## src/hw/rtl/lru_slot_pool_allocator_macros.svh

```systemverilog
// ----------------------------------------------------------------------------
// lru slot pool allocator assertion macros
// shared helpers for the concurrent checks of the pool allocator
// ----------------------------------------------------------------------------
`ifndef LRU_SLOT_POOL_ALLOCATOR_MACROS_SVH
`define LRU_SLOT_POOL_ALLOCATOR_MACROS_SVH

// same-cycle implication, clocked on clk and quiet during rst
`define LSPA_ASSERT_NOW(lbl, ante, cons, msg) \
  lbl: assert property (@(posedge clk) disable iff (rst) (ante) |-> (cons)) else $error(msg);

// next-cycle implication, clocked on clk and quiet during rst
`define LSPA_ASSERT_NEXT(lbl, ante, cons, msg) \
  lbl: assert property (@(posedge clk) disable iff (rst) (ante) |=> (cons)) else $error(msg);

`endif

```

## src/hw/rtl/lspa_pkg.sv

```systemverilog
// ----------------------------------------------------------------------------
// lspa_pkg
// types, constants and helpers for the lru slot pool allocator
// ----------------------------------------------------------------------------
package lspa_pkg;

  localparam int NUM_SLOTS = 4;
  localparam int SLOT_W    = (NUM_SLOTS > 1) ? $clog2(NUM_SLOTS) : 1;
  localparam int KEY_W     = 8;
  localparam int STAMP_W   = 16;
  localparam int IDX_W     = 2;

  localparam logic OP_TOUCH  = 1'b0;
  localparam logic OP_FORGET = 1'b1;

  typedef logic [SLOT_W-1:0]  slot_t;
  typedef logic [KEY_W-1:0]   key_t;
  typedef logic [STAMP_W-1:0] stamp_t;
  typedef logic [IDX_W-1:0]   idx_t;

  typedef enum logic [1:0] {
    ST_IDLE,
    ST_SCAN,
    ST_DONE
  } state_t;

  // running search record handed from cell to cell
  typedef struct packed {
    logic   valid;
    key_t   key;
    logic   hit;
    slot_t  hit_idx;
    logic   free;
    logic   vvalid;
    slot_t  vidx;
    stamp_t vstamp;
    key_t   vkey;
  } probe_t;

  // write request from the controller to one cell
  typedef struct packed {
    logic   clear;
    logic   en;
    key_t   key;
    stamp_t stamp;
  } wr_t;

  typedef struct packed {
    idx_t slot_index;
    logic was_resident;
    logic needs_clear;
    key_t evicted_key;
  } res_t;

  // low bits of a slot index as reported on the result
  function automatic idx_t idx_out(slot_t s);
    logic [SLOT_W+IDX_W-1:0] ext;
    ext = (SLOT_W + IDX_W)'(s);
    return ext[IDX_W-1:0];
  endfunction

endpackage

```

## src/hw/rtl/lspa_req_if.sv

```systemverilog
// ----------------------------------------------------------------------------
// lspa_req_if / lspa_rsp_if
// valid/ready channels carrying requests into and results out of the pool
// ----------------------------------------------------------------------------
interface lspa_req_if
  import lspa_pkg::*;
();
  logic valid;
  logic ready;
  logic opcode;
  key_t level_key;

  modport source (output valid, output opcode, output level_key, input ready);
  modport sink   (input valid, input opcode, input level_key, output ready);
endinterface

interface lspa_rsp_if
  import lspa_pkg::*;
();
  logic valid;
  logic ready;
  idx_t slot_index;
  logic was_resident;
  logic needs_clear;
  key_t evicted_key;

  modport source (output valid, output slot_index, output was_resident,
                  output needs_clear, output evicted_key, input ready);
  modport sink   (input valid, input slot_index, input was_resident,
                  input needs_clear, input evicted_key, output ready);
endinterface

```

## src/hw/rtl/lspa_cell.sv

```systemverilog
// ----------------------------------------------------------------------------
// lspa_cell
// one pool slot: holds key and stamp, folds itself into the passing probe
// ----------------------------------------------------------------------------
module lspa_cell
  import lspa_pkg::*;
(
  input  logic   clk,
  input  logic   rst,
  input  slot_t  idx,
  input  wr_t    wr,
  input  probe_t probe_in,
  output probe_t probe_out
);

  key_t   key;
  stamp_t stamp;
  probe_t probe_next;

  always_ff @(posedge clk) begin
    if (rst || wr.clear) begin
      key   <= '0;
      stamp <= '0;
    end else if (wr.en) begin
      key   <= wr.key;
      stamp <= wr.stamp;
    end
  end

  always_comb begin
    probe_next = probe_in;
    if (!probe_in.hit && key == probe_in.key) begin
      probe_next.hit     = 1'b1;
      probe_next.hit_idx = idx;
    end
    // first free slot ends the victim search
    if (!probe_in.free) begin
      if (key == '0) begin
        probe_next.free   = 1'b1;
        probe_next.vvalid = 1'b1;
        probe_next.vidx   = idx;
        probe_next.vstamp = stamp;
        probe_next.vkey   = '0;
      end else if (!probe_in.vvalid || stamp < probe_in.vstamp) begin
        probe_next.vvalid = 1'b1;
        probe_next.vidx   = idx;
        probe_next.vstamp = stamp;
        probe_next.vkey   = key;
      end
    end
  end

  always_ff @(posedge clk) begin
    if (rst) begin
      probe_out <= '0;
    end else begin
      probe_out <= probe_next;
    end
  end

endmodule

```

## src/hw/rtl/lru_slot_pool_allocator.sv

```systemverilog
// ----------------------------------------------------------------------------
// lru_slot_pool_allocator
// fully associative slot pool with lru timestamp replacement
// ----------------------------------------------------------------------------
//  channel | dir | payload                                          | accept
//  req     | in  | opcode, level_key                                | valid & ready
//  rsp     | out | slot_index, was_resident, needs_clear, evicted_key | valid & ready
//
//  a touch that needs a search walks its probe down the chain, registered in each
//  cell, then commits in ST_SCAN and loads its result into the output register in ST_DONE
//  a forget or a repeat of the last key skips the search and goes straight to ST_DONE
//  one transaction in flight; req is ready again once its result is registered
//  rst is synchronous and empties the pool; a stalled rsp holds the result
// ----------------------------------------------------------------------------
`include "lru_slot_pool_allocator_macros.svh"

module lru_slot_pool_allocator
  import lspa_pkg::*;
(
  input logic        clk,
  input logic        rst,
  lspa_req_if.sink   req,
  lspa_rsp_if.source rsp
);

  state_t state, state_next;
  stamp_t use_clock, use_clock_next;
  slot_t  current_slot, current_slot_next;
  key_t   last_key, last_key_next;
  res_t   res, res_next;
  res_t   out_q;
  logic   out_valid;

  logic   load_out;
  logic   clear_all;
  logic   commit;
  slot_t  widx;
  probe_t head;
  probe_t chain [NUM_SLOTS];
  wr_t    wr [NUM_SLOTS];
  logic [NUM_SLOTS-1:0] wr_en_vec;

  // only a touch that goes on to a search launches a probe
  assign head = '{valid: req.valid && req.ready && req.opcode == OP_TOUCH &&
                         req.level_key != last_key,
                  key: req.level_key, default: '0};

  for (genvar i = 0; i < NUM_SLOTS; i++) begin : g_cell
    assign wr[i].clear = clear_all;
    assign wr[i].en    = commit && widx == slot_t'(i);
    assign wr[i].key   = chain[NUM_SLOTS-1].key;
    assign wr[i].stamp = use_clock_next;
    assign wr_en_vec[i] = wr[i].en;

    lspa_cell u_cell (
      .clk       (clk),
      .rst       (rst),
      .idx       (slot_t'(i)),
      .wr        (wr[i]),
      .probe_in  ((i == 0) ? head : chain[(i == 0) ? 0 : i-1]),
      .probe_out (chain[i])
    );
  end

  always_comb begin
    state_next        = state;
    res_next          = res;
    use_clock_next    = use_clock;
    current_slot_next = current_slot;
    last_key_next     = last_key;
    load_out          = 1'b0;
    clear_all         = 1'b0;
    commit            = 1'b0;
    widx              = chain[NUM_SLOTS-1].vidx;
    req.ready         = 1'b0;
    unique case (state)
      ST_IDLE: begin
        req.ready = 1'b1;
        if (req.valid) begin
          state_next = ST_DONE;
          if (req.opcode == OP_FORGET) begin
            clear_all         = 1'b1;
            use_clock_next    = '0;
            current_slot_next = '0;
            last_key_next     = '0;
            res_next          = '0;
          end else if (req.level_key == last_key) begin
            res_next = '{slot_index: idx_out(current_slot), was_resident: 1'b1,
                         needs_clear: 1'b0, evicted_key: '0};
          end else begin
            last_key_next = req.level_key;
            state_next    = ST_SCAN;
          end
        end
      end
      ST_SCAN: begin
        if (chain[NUM_SLOTS-1].valid) begin
          commit         = 1'b1;
          use_clock_next = use_clock + 1'b1;
          state_next     = ST_DONE;
          if (chain[NUM_SLOTS-1].hit) begin
            widx     = chain[NUM_SLOTS-1].hit_idx;
            res_next = '{slot_index: idx_out(widx), was_resident: 1'b1,
                         needs_clear: 1'b0, evicted_key: '0};
          end else begin
            res_next = '{slot_index: idx_out(widx), was_resident: 1'b0,
                         needs_clear: 1'b1, evicted_key: chain[NUM_SLOTS-1].vkey};
          end
          current_slot_next = widx;
        end
      end
      ST_DONE: begin
        if (!out_valid || rsp.ready) begin
          load_out   = 1'b1;
          state_next = ST_IDLE;
        end
      end
      default: state_next = ST_IDLE;
    endcase
  end

  always_ff @(posedge clk) begin
    if (rst) begin
      state        <= ST_IDLE;
      use_clock    <= '0;
      current_slot <= '0;
      last_key     <= '0;
      out_valid    <= 1'b0;
    end else begin
      state        <= state_next;
      use_clock    <= use_clock_next;
      current_slot <= current_slot_next;
      last_key     <= last_key_next;
      if (load_out) begin
        out_valid <= 1'b1;
      end else if (rsp.ready) begin
        out_valid <= 1'b0;
      end
    end
  end

  always_ff @(posedge clk) begin
    res <= res_next;
    if (load_out) begin
      out_q <= res;
    end
  end

  assign rsp.valid        = out_valid;
  assign rsp.slot_index   = out_q.slot_index;
  assign rsp.was_resident = out_q.was_resident;
  assign rsp.needs_clear  = out_q.needs_clear;
  assign rsp.evicted_key  = out_q.evicted_key;

  `LSPA_ASSERT_NOW(a_single_write, 1'b1, $onehot0(wr_en_vec), "more than one slot written")
  `LSPA_ASSERT_NOW(a_tail_in_scan, chain[NUM_SLOTS-1].valid, state == ST_SCAN, "probe outside scan")
  `LSPA_ASSERT_NOW(a_res_exclusive, rsp.valid, !(rsp.was_resident && rsp.needs_clear), "hit and clear")
  `LSPA_ASSERT_NEXT(a_clock_step, commit, use_clock == $past(use_clock) + 1'b1, "clock did not step")

endmodule
```

## src/flat_wrapper.sv

```systemverilog
// flat-port wrapper written by rule: the top's interface ports become plain ports
module lru_slot_pool_allocator_flat import lspa_pkg::*;
  (clk, rst, req_valid, req_opcode, req_level_key, req_ready, rsp_valid, rsp_slot_index, rsp_was_resident, rsp_needs_clear, rsp_evicted_key, rsp_ready);
  lspa_req_if req_i ();
  lspa_rsp_if rsp_i ();
  input logic clk;
  input logic rst;
  input wire logic [$bits(req_i.valid)-1:0] req_valid;
  input wire logic [$bits(req_i.opcode)-1:0] req_opcode;
  input wire logic [$bits(req_i.level_key)-1:0] req_level_key;
  output wire logic [$bits(req_i.ready)-1:0] req_ready;
  output wire logic [$bits(rsp_i.valid)-1:0] rsp_valid;
  output wire logic [$bits(rsp_i.slot_index)-1:0] rsp_slot_index;
  output wire logic [$bits(rsp_i.was_resident)-1:0] rsp_was_resident;
  output wire logic [$bits(rsp_i.needs_clear)-1:0] rsp_needs_clear;
  output wire logic [$bits(rsp_i.evicted_key)-1:0] rsp_evicted_key;
  input wire logic [$bits(rsp_i.ready)-1:0] rsp_ready;
  assign req_i.valid = req_valid;
  assign req_i.opcode = req_opcode;
  assign req_i.level_key = req_level_key;
  assign req_ready = req_i.ready;
  assign rsp_valid = rsp_i.valid;
  assign rsp_slot_index = rsp_i.slot_index;
  assign rsp_was_resident = rsp_i.was_resident;
  assign rsp_needs_clear = rsp_i.needs_clear;
  assign rsp_evicted_key = rsp_i.evicted_key;
  assign rsp_i.ready = rsp_ready;
  lru_slot_pool_allocator u_core (.clk(clk), .rst(rst), .req(req_i), .rsp(rsp_i));
endmodule
```

## config.mk

```make
export PLATFORM = sky130hd
export DESIGN_NAME = lru_slot_pool_allocator_flat
export DESIGN_NICKNAME = d
export VERILOG_FILES = /design/src/hw/rtl/lspa_pkg.sv /design/src/hw/rtl/lspa_req_if.sv /design/src/hw/rtl/lspa_cell.sv /design/src/hw/rtl/lru_slot_pool_allocator.sv /design/src/flat_wrapper.sv
export VERILOG_INCLUDE_DIRS = /design/src /design/src/hw/rtl
export SDC_FILE = /design/constraint.sdc
export NUM_CORES = 1
export LEC_CHECK = 0
export BUFFER_PORTS_ARGS = -buffer_cell sky130_fd_sc_hd__buf_4
export CAP_MARGIN = 10
export CELL_PAD_IN_SITES_DETAIL_PLACEMENT = 2
export CELL_PAD_IN_SITES_GLOBAL_PLACEMENT = 2
export CORE_UTILIZATION = 40
export CTS_CLUSTER_SIZE = 10
export DETAILED_ROUTE_END_ITERATION = 7
export PLACE_DENSITY_LB_ADDON = 0.1
export SLEW_MARGIN = 20
export SYNTH_ARGS = -nofsm -noshare
export SYNTH_HDL_FRONTEND = slang
export SYNTH_SLANG_ARGS = --single-unit
```

## constraint.sdc

```tcl
create_clock -name clk -period 3 [get_ports clk]
set_input_delay 0.45 -clock clk [delete_from_list [all_inputs] [get_ports clk]]
set_output_delay 0.45 -clock clk [all_outputs]
set_load 0.01 [all_outputs]
```

==> impl_metrics.toml, run 1 <==
[status]
status = "complete, no violations"

[sta]
slew_headroom_pct = 37.43
hold_viol = 0
worst_pin_slew_ns = 0.9367
grt_setup_unrepaired = "no"
setup_viol = 0
tns_ns = 0
fin_crit_ns = 2.784
fin_crit_sh_pct = 92.79
fmax_ghz = 0.3592
final_max_slew_viol_count = 0
fin_skew_ns = 0.01513

[route]
via_count = 8446
wl_per_cell_um = 20.38
drc = 0
drt-total-wl_um = 32540
drtIter0Drc = 354
dr.pass1.iters = 4
drt-vias-per-instance = 5.289
ant_nets = 0

[finish]
diodes = 0
drive_gt1_share_pct = 9.388
finalNetCount = 1270
finish.utilization_pct = 47.43
area_growth_pct = 15.28
fill_cells = 2878

[global_routing]
grt-busiest-layer = "met2"
grt_pass1_vias = 9407
use_met2_pct = 39.83
grtUsageMet3_pct = 3.475
grt_pass1_wl_um = 52210
track_usage_pct = 23.70
grt_max_degree = 69
grt-ovfl-total = 0
gr-usage-met1_pct = 31.68
antenna_found_initial = 1

[synth]
synth_nets = 1235
synthSimpleGateAreaFrac_pct = 17.69
synth_area_leaders = "dfxtp_1, edfxtp_1, nand2_1"
synth_edf_count = 24
netlist_area_mm2 = 0.01118
yosysMostFrequentCell = "dfxtp_1"
post_synth_mux_area_share_pct = 3.346
yosysWarnings = 0
synth_top_area_share_pct = 46.73
synth_cells = 1176
yosys.area.top_type = "dfxtp_1"
synthArstFlopShare_pct = 0
synth.top_cells.by_count = "dfxtp_1, nand2_1, nor2_1"
synthAdderAreaFrac_pct = 5.148
synth_ff_type = "dfxtp_1"
synth-seq-area-share_pct = 53.18
synth_compound_area_share_pct = 13.40
synth_top_family_by_area = "simple AND/OR/NAND/NOR gates"
ys_types = 61
ys_ff_latch = 285
synth.avg_cell_area_um2 = 9.507
synth-xor-area-share_pct = 3.212

[setup_path]
worstSetupEndpointType = "flip-flop"
critPathArrivalTime_ns = 3.16
cp_max_fo = 16
worstSetupPathType = "reg -> reg"
crit_path_start_kind = "flip-flop"
crit_required_ns = 3.37

[die]
ios = 27
start_util_pct = 41.14
die_area_mm2 = 0.02862
core_region_area_mm2 = 0.02718
die_x_um = 169.2
fp-row-count = 60
die-height_um = 169.2

[clock_network]
htreeDepth = 2
tritoncts = "yes"
ctsRootBufferMaster = "clkbuf_16"
cts_made_buffers = 35
clock_tree.buffer_depth = 3
cts.clk_slew.worst_paths_ns = 0.05
cts.sink_count = 285
postCtsHoldBufs = 0
clkLatencyLatePin_ns = 0.51
postCtsResizedCells = 0
post_cts_buffers = 0

[placement]
dp_hpwl_um = 22560
port_buffers = 26
gp_congestion = 0.7832

[power]
power.leakage_nw = 4.925
ir_worst_vdd_uv = 332.7
power_density_mw_per_mm2 = 629.4

[min_path]
min_path_type = "in -> reg"

[flow_run]
max-cap-violations = 0
==> report_power, final <==
group	switching [W]	total (W)	leakage, nW	internal [W]
Clock	0.00153	0.00384	0.498	0.00231
Sequential	0.0000394	0.00393	2.34	0.00389
Combinational	0.000223	0.000340	2.09	0.000117
==> per-layer routing <==
layer	vias to the layer above	share of wire [%]
met5	-	0
met4	0	2.0
met3	53	3.6
met2	122	46
met1	4196	48
li1	4075	-
==> sequential cells by signal (all words and copies together), names as in the netlist <==
name and count:
u_core.rsp.needs_clear 1, u_core.res 12, u_core.last_key 8, u_core.state 2, u_core.rsp.valid 1, u_core.g_cell.u_cell.key 32, u_core.g_cell.u_cell.probe_out 136, u_core.rsp.slot_index 2
u_core.rsp.evicted_key 8, u_core.g_cell.u_cell.stamp 64, u_core.rsp.was_resident 1, u_core.use_clock 16, u_core.current_slot 2
==> layout make-up <==
cell class	count	area [um^2]	area share (%)
Tap cell	372	465.4	3.611
Clock buffer	47	962.2	7.465
Inverter	56	210.2	1.631
Sequential cell	285	5946	46.13
Clock inverter	4	60.06	0.4660
Timing Repair Buffer	54	430.4	3.339
Multi-Input combinational cell	779	4815	37.36
==> per-stage QoR <==
| stage | cell area, um^2 | total power (W) | setup slack (ns) | hold slack [ns] | std cells |
|---|---|---|---|---|---|
| 2_1_floorplan | 11180 | 0.004207 | 0.8228 | 0.3923 | 1176 |
| 6_report | 12890 | 0.008112 | 0.2164 | 0.2013 | 1597 |
| 4_1_cts | 12890 | 0.008219 | 0.2006 | 0.1840 | 1597 |
| 3_5_place_dp | 11870 | 0.004351 | 0.3149 | 0.4084 | 1546 |
| 3_3_place_gp | 11870 | 0.004340 | 0.3161 | 0.4025 | 1546 |
| 5_1_grt | 12890 | 0.008400 | 0.1137 | 0.1962 | 1597 |
==> logic make-up (layout without fill, tap and decap cells) <==
logic type                 after synthesis  count (layout)
DFF                                    285             285
xor gates and xnor gates                41              41
muxes                                   37              37
adders and majority gates               46              46
and+or+nand+nor                        423             423
AOI/OAI and AO/OA                      232             232
buffers and inverters                  112             161
==> final timing paths <==
path	start	to	slack, ns	depth (start not counted)
max	u_core.g_cell[1].u_cell.probe_out[23]$_SDFF_PP0_	u_core.g_cell[2].u_cell.probe_out[12]$_SDFF_PP0_	0.22	9
min	req_level_key[0]	u_core.last_key[0]$_SDFFE_PP0P_	0.20	2
max reg2reg	u_core.g_cell[1].u_cell.probe_out[23]$_SDFF_PP0_	u_core.g_cell[2].u_cell.probe_out[12]$_SDFF_PP0_	0.22	9
min reg2reg	u_core.res[3]$_SDFFCE_PP0P_	u_core.rsp.evicted_key[3]$_DFFE_PP_	0.42	0
==> worst max-delay path, cell delays in order (launching register included) <==
cell and delay, ns:
dfxtp_1 0.34, inv_1 0.05, ha_1 0.31, nand4_1 0.18, nor3_1 0.39, o311ai_1 0.27, a31oi_2 0.32, buf_4 0.38
mux2i_1 0.30, nor2_1 0.10
==> cell usage in the layout, fill, tap and decap left out, types with 19 or more instances in the layout <==
cell,instances
a21oi_1,90
clkbuf_16,36
mux2i_1,34
buf_4,52
nand3_1,19
nor2_1,101
o21ai_1,22
dfxtp_1,261
xor2_1,24
nand2_1,155
inv_1,54
a22o_1,25
ha_1,46
nor2b_1,62
o21ai_0,23
edfxtp_1,24
a211oi_1,30
Note: power is estimated with default switching activity, not from simulation.
==> run 2: changes to the inputs <==
--- a/config.mk
+++ b/config.mk
@@ -17,4 +17,5 @@
 export SLEW_MARGIN = 20
 export SYNTH_ARGS = -nofsm -noshare
 export SYNTH_HDL_FRONTEND = slang
+export SYNTH_HIERARCHICAL = 1
 export SYNTH_SLANG_ARGS = --single-unit
==> run 2 against run 1 <==
- the flow now finishes with violations (max-slew violations)
- global-route usage down 0.65 points
- setup slack better by 0.073 ns
- synthesized area is 20% higher
- flip-flop and latch count grew 6
- clock-buffer cell count up 4
- register-to-register slack improved by 0.07 ns
- cell count increased by 19%
- wire length rose by 19%
- first-iteration DRC count decreased by 3.4%
- die area grew 20%
- worst hold slack better by 0.030 ns
- critical path type unchanged
==> impl_metrics.toml, run 2 <==
[placement]
post_dp_cell_area_mm2 = 0.01434
dp_hpwl_um = 28500
port_buffers = 26
gp_congestion = 0.7638
dp_slack_ns = 0.1509

[finish]
area_growth_pct = 14.58
design_area_mm2 = 0.01539
diodes = 0
largest_reg_flops = 142
drive_gt1_share_pct = 9.596
finalNetCount = 1517
regArea_mm2 = 0.006066
final_cell_mix = "dfxtp_1, mux2i_1, nand2b_1"
multiInputGateArea_mm2 = 0.006949
top_regs = "u_core/g_cell.u_cell/probe_out: 142 flops, u_core/g_cell.u_cell/stamp: 64 flops, u_core/g_cell.u_cell/key: 32 flops"
fill_cells = 3481
regMostFlops = "u_core/g_cell.u_cell/probe_out"
layout_commonest_cell = "dfxtp_1"
finish.utilization_pct = 46.96

[setup_path]
worstSetupEndpointType = "flip-flop"
crit_required_ns = 3.43
crit_slowest_cell = "a21oi_2"
ff2ff_setup_slack_ns = 0.29
critPathArrivalTime_ns = 3.15
cp_cell_sequence = "inv_1, ha_1, a2111oi_0, or4b_1, a41oi_2, a21oi_2, mux2i_1"
crit_path_start_kind = "flip-flop"
critPathMaxStageDelay_ns = 0.71
worstSetupPathType = "reg -> reg"
cp_max_fo = 13

[sta]
final_max_slew_viol_count = 27
tns_ns = 0
fin_crit_ns = 2.710
whs_ns = 0.2310
fmax_ghz = 0.3690
hold_viol = 0
slew_headroom_pct = -70.40
grt_setup_unrepaired = "no"
worst_pin_slew_ns = 2.556
fin_crit_sh_pct = 90.34
fin_skew_ns = 0.01916
worst_slack_ns = 0.2898
setup_viol = 0

[synth]
yosysWarnings = 6
synth.avg_cell_area_um2 = 9.930
netlist_area_mm2 = 0.01344
synth_cells = 1353

[route]
drt-vias-per-instance = 5.096
ant_nets = 0
wl_per_cell_um = 20.31
drc = 0
via_count = 9688
dr.pass1.iters = 4
drtIter0Drc = 342
drt-total-wl_um = 38610

[clock_network]
postCtsResizedCells = 0
cts.sink_count = 291
ctsRootBufferMaster = "clkbuf_16"
clkLatencyLatePin_ns = 0.52
cts.clk_slew.worst_paths_ns = 0.05
htreeDepth = 2
cts_made_buffers = 36
postCtsHoldBufs = 0
tritoncts = "yes"
post_cts_buffers = 0
clock_tree.buffer_depth = 3

[global_routing]
track_usage_pct = 23.06
grt_pass1_vias = 10506
antenna_found_initial = 0
grt-ovfl-total = 0
grt_pass1_wl_um = 60240
grt_max_degree = 90

[status]
violations = "max-slew violations"
status = "complete, but fails checks"

[min_path]
min_path_type = "in -> reg"

[die]
fp-row-count = 66
die-height_um = 185.3
core_region_area_mm2 = 0.03278
die_area_mm2 = 0.03433
die_x_um = 185.3
start_util_pct = 40.98
ios = 27

[power]
power.leakage_nw = 5.865
power_density_mw_per_mm2 = 553.7
ir_worst_vdd_uv = 340.8

[flow_run]
max-cap-violations = 0
==> run 2: stage by stage <==
step / instances / total power (W)
after global routing: 1901 / 0.008835
after CTS: 1900 / 0.008627
final: 1901 / 0.008525
after floorplan: 1419 / 0.004492
after detailed placement: 1846 / 0.004663
after global placement: 1846 / 0.004647
==> run 2: final cells by class <==
| type | count | share of cell area, % |
|---|---|---|
| clock buffers | 51 | 6.681 |
| clock inverters | 3 | 0.1463 |
| inverters | 83 | 2.024 |
| multi-input cells | 973 | 45.14 |
| flip-flops and latches | 291 | 39.40 |
| well taps | 442 | 3.592 |
| repair buffers | 58 | 3.015 |
==> run 2: where the power goes <==
| group | internal (W) | switching, W | total [W] |
|---|---|---|---|
| registers | 0.00400 | 0.0000593 | 0.00406 |
| logic | 0.000206 | 0.000323 | 0.000530 |
| clock network | 0.00236 | 0.00158 | 0.00394 |
| total | 0.00656 | 0.00196 | 0.00852 |
==> run 2: critical path: cells and delay by family, from the launching register on <==
family          cells  cell delay (ns)
fa+ha+maj           1             0.28
buf+inv             1             0.06
compound gates      3             1.47
mux                 1             0.26
flops               1             0.35
simple gates        1             0.22
==> run 2: worst paths after layout <==
kind                                                                         to                                       startpoint  cells past startpoint
worst min-delay path                               u_core/state[0]$_SDFFE_PP0P_                                        req_valid                      2
worst max register to register  u_core/g_cell[2].u_cell/probe_out[8]$_SDFF_PP0_  u_core/g_cell[1].u_cell/probe_out[9]$_SDFF_PP0_                      7
worst max-delay path            u_core/g_cell[2].u_cell/probe_out[8]$_SDFF_PP0_  u_core/g_cell[1].u_cell/probe_out[9]$_SDFF_PP0_                      7
worst min register to register              u_core/rsp.evicted_key[0]$_DFFE_PP_                      u_core/res[0]$_SDFFCE_PP0P_                      0
==> run 2: layer usage <==
metal,up-vias,track usage (%),wire [um]
li1,4717,-,-
met1,4808,30.27,18120
met2,106,39.16,18380
met3,57,2.576,1004
met4,0,7.669,1101
met5,-,0,0
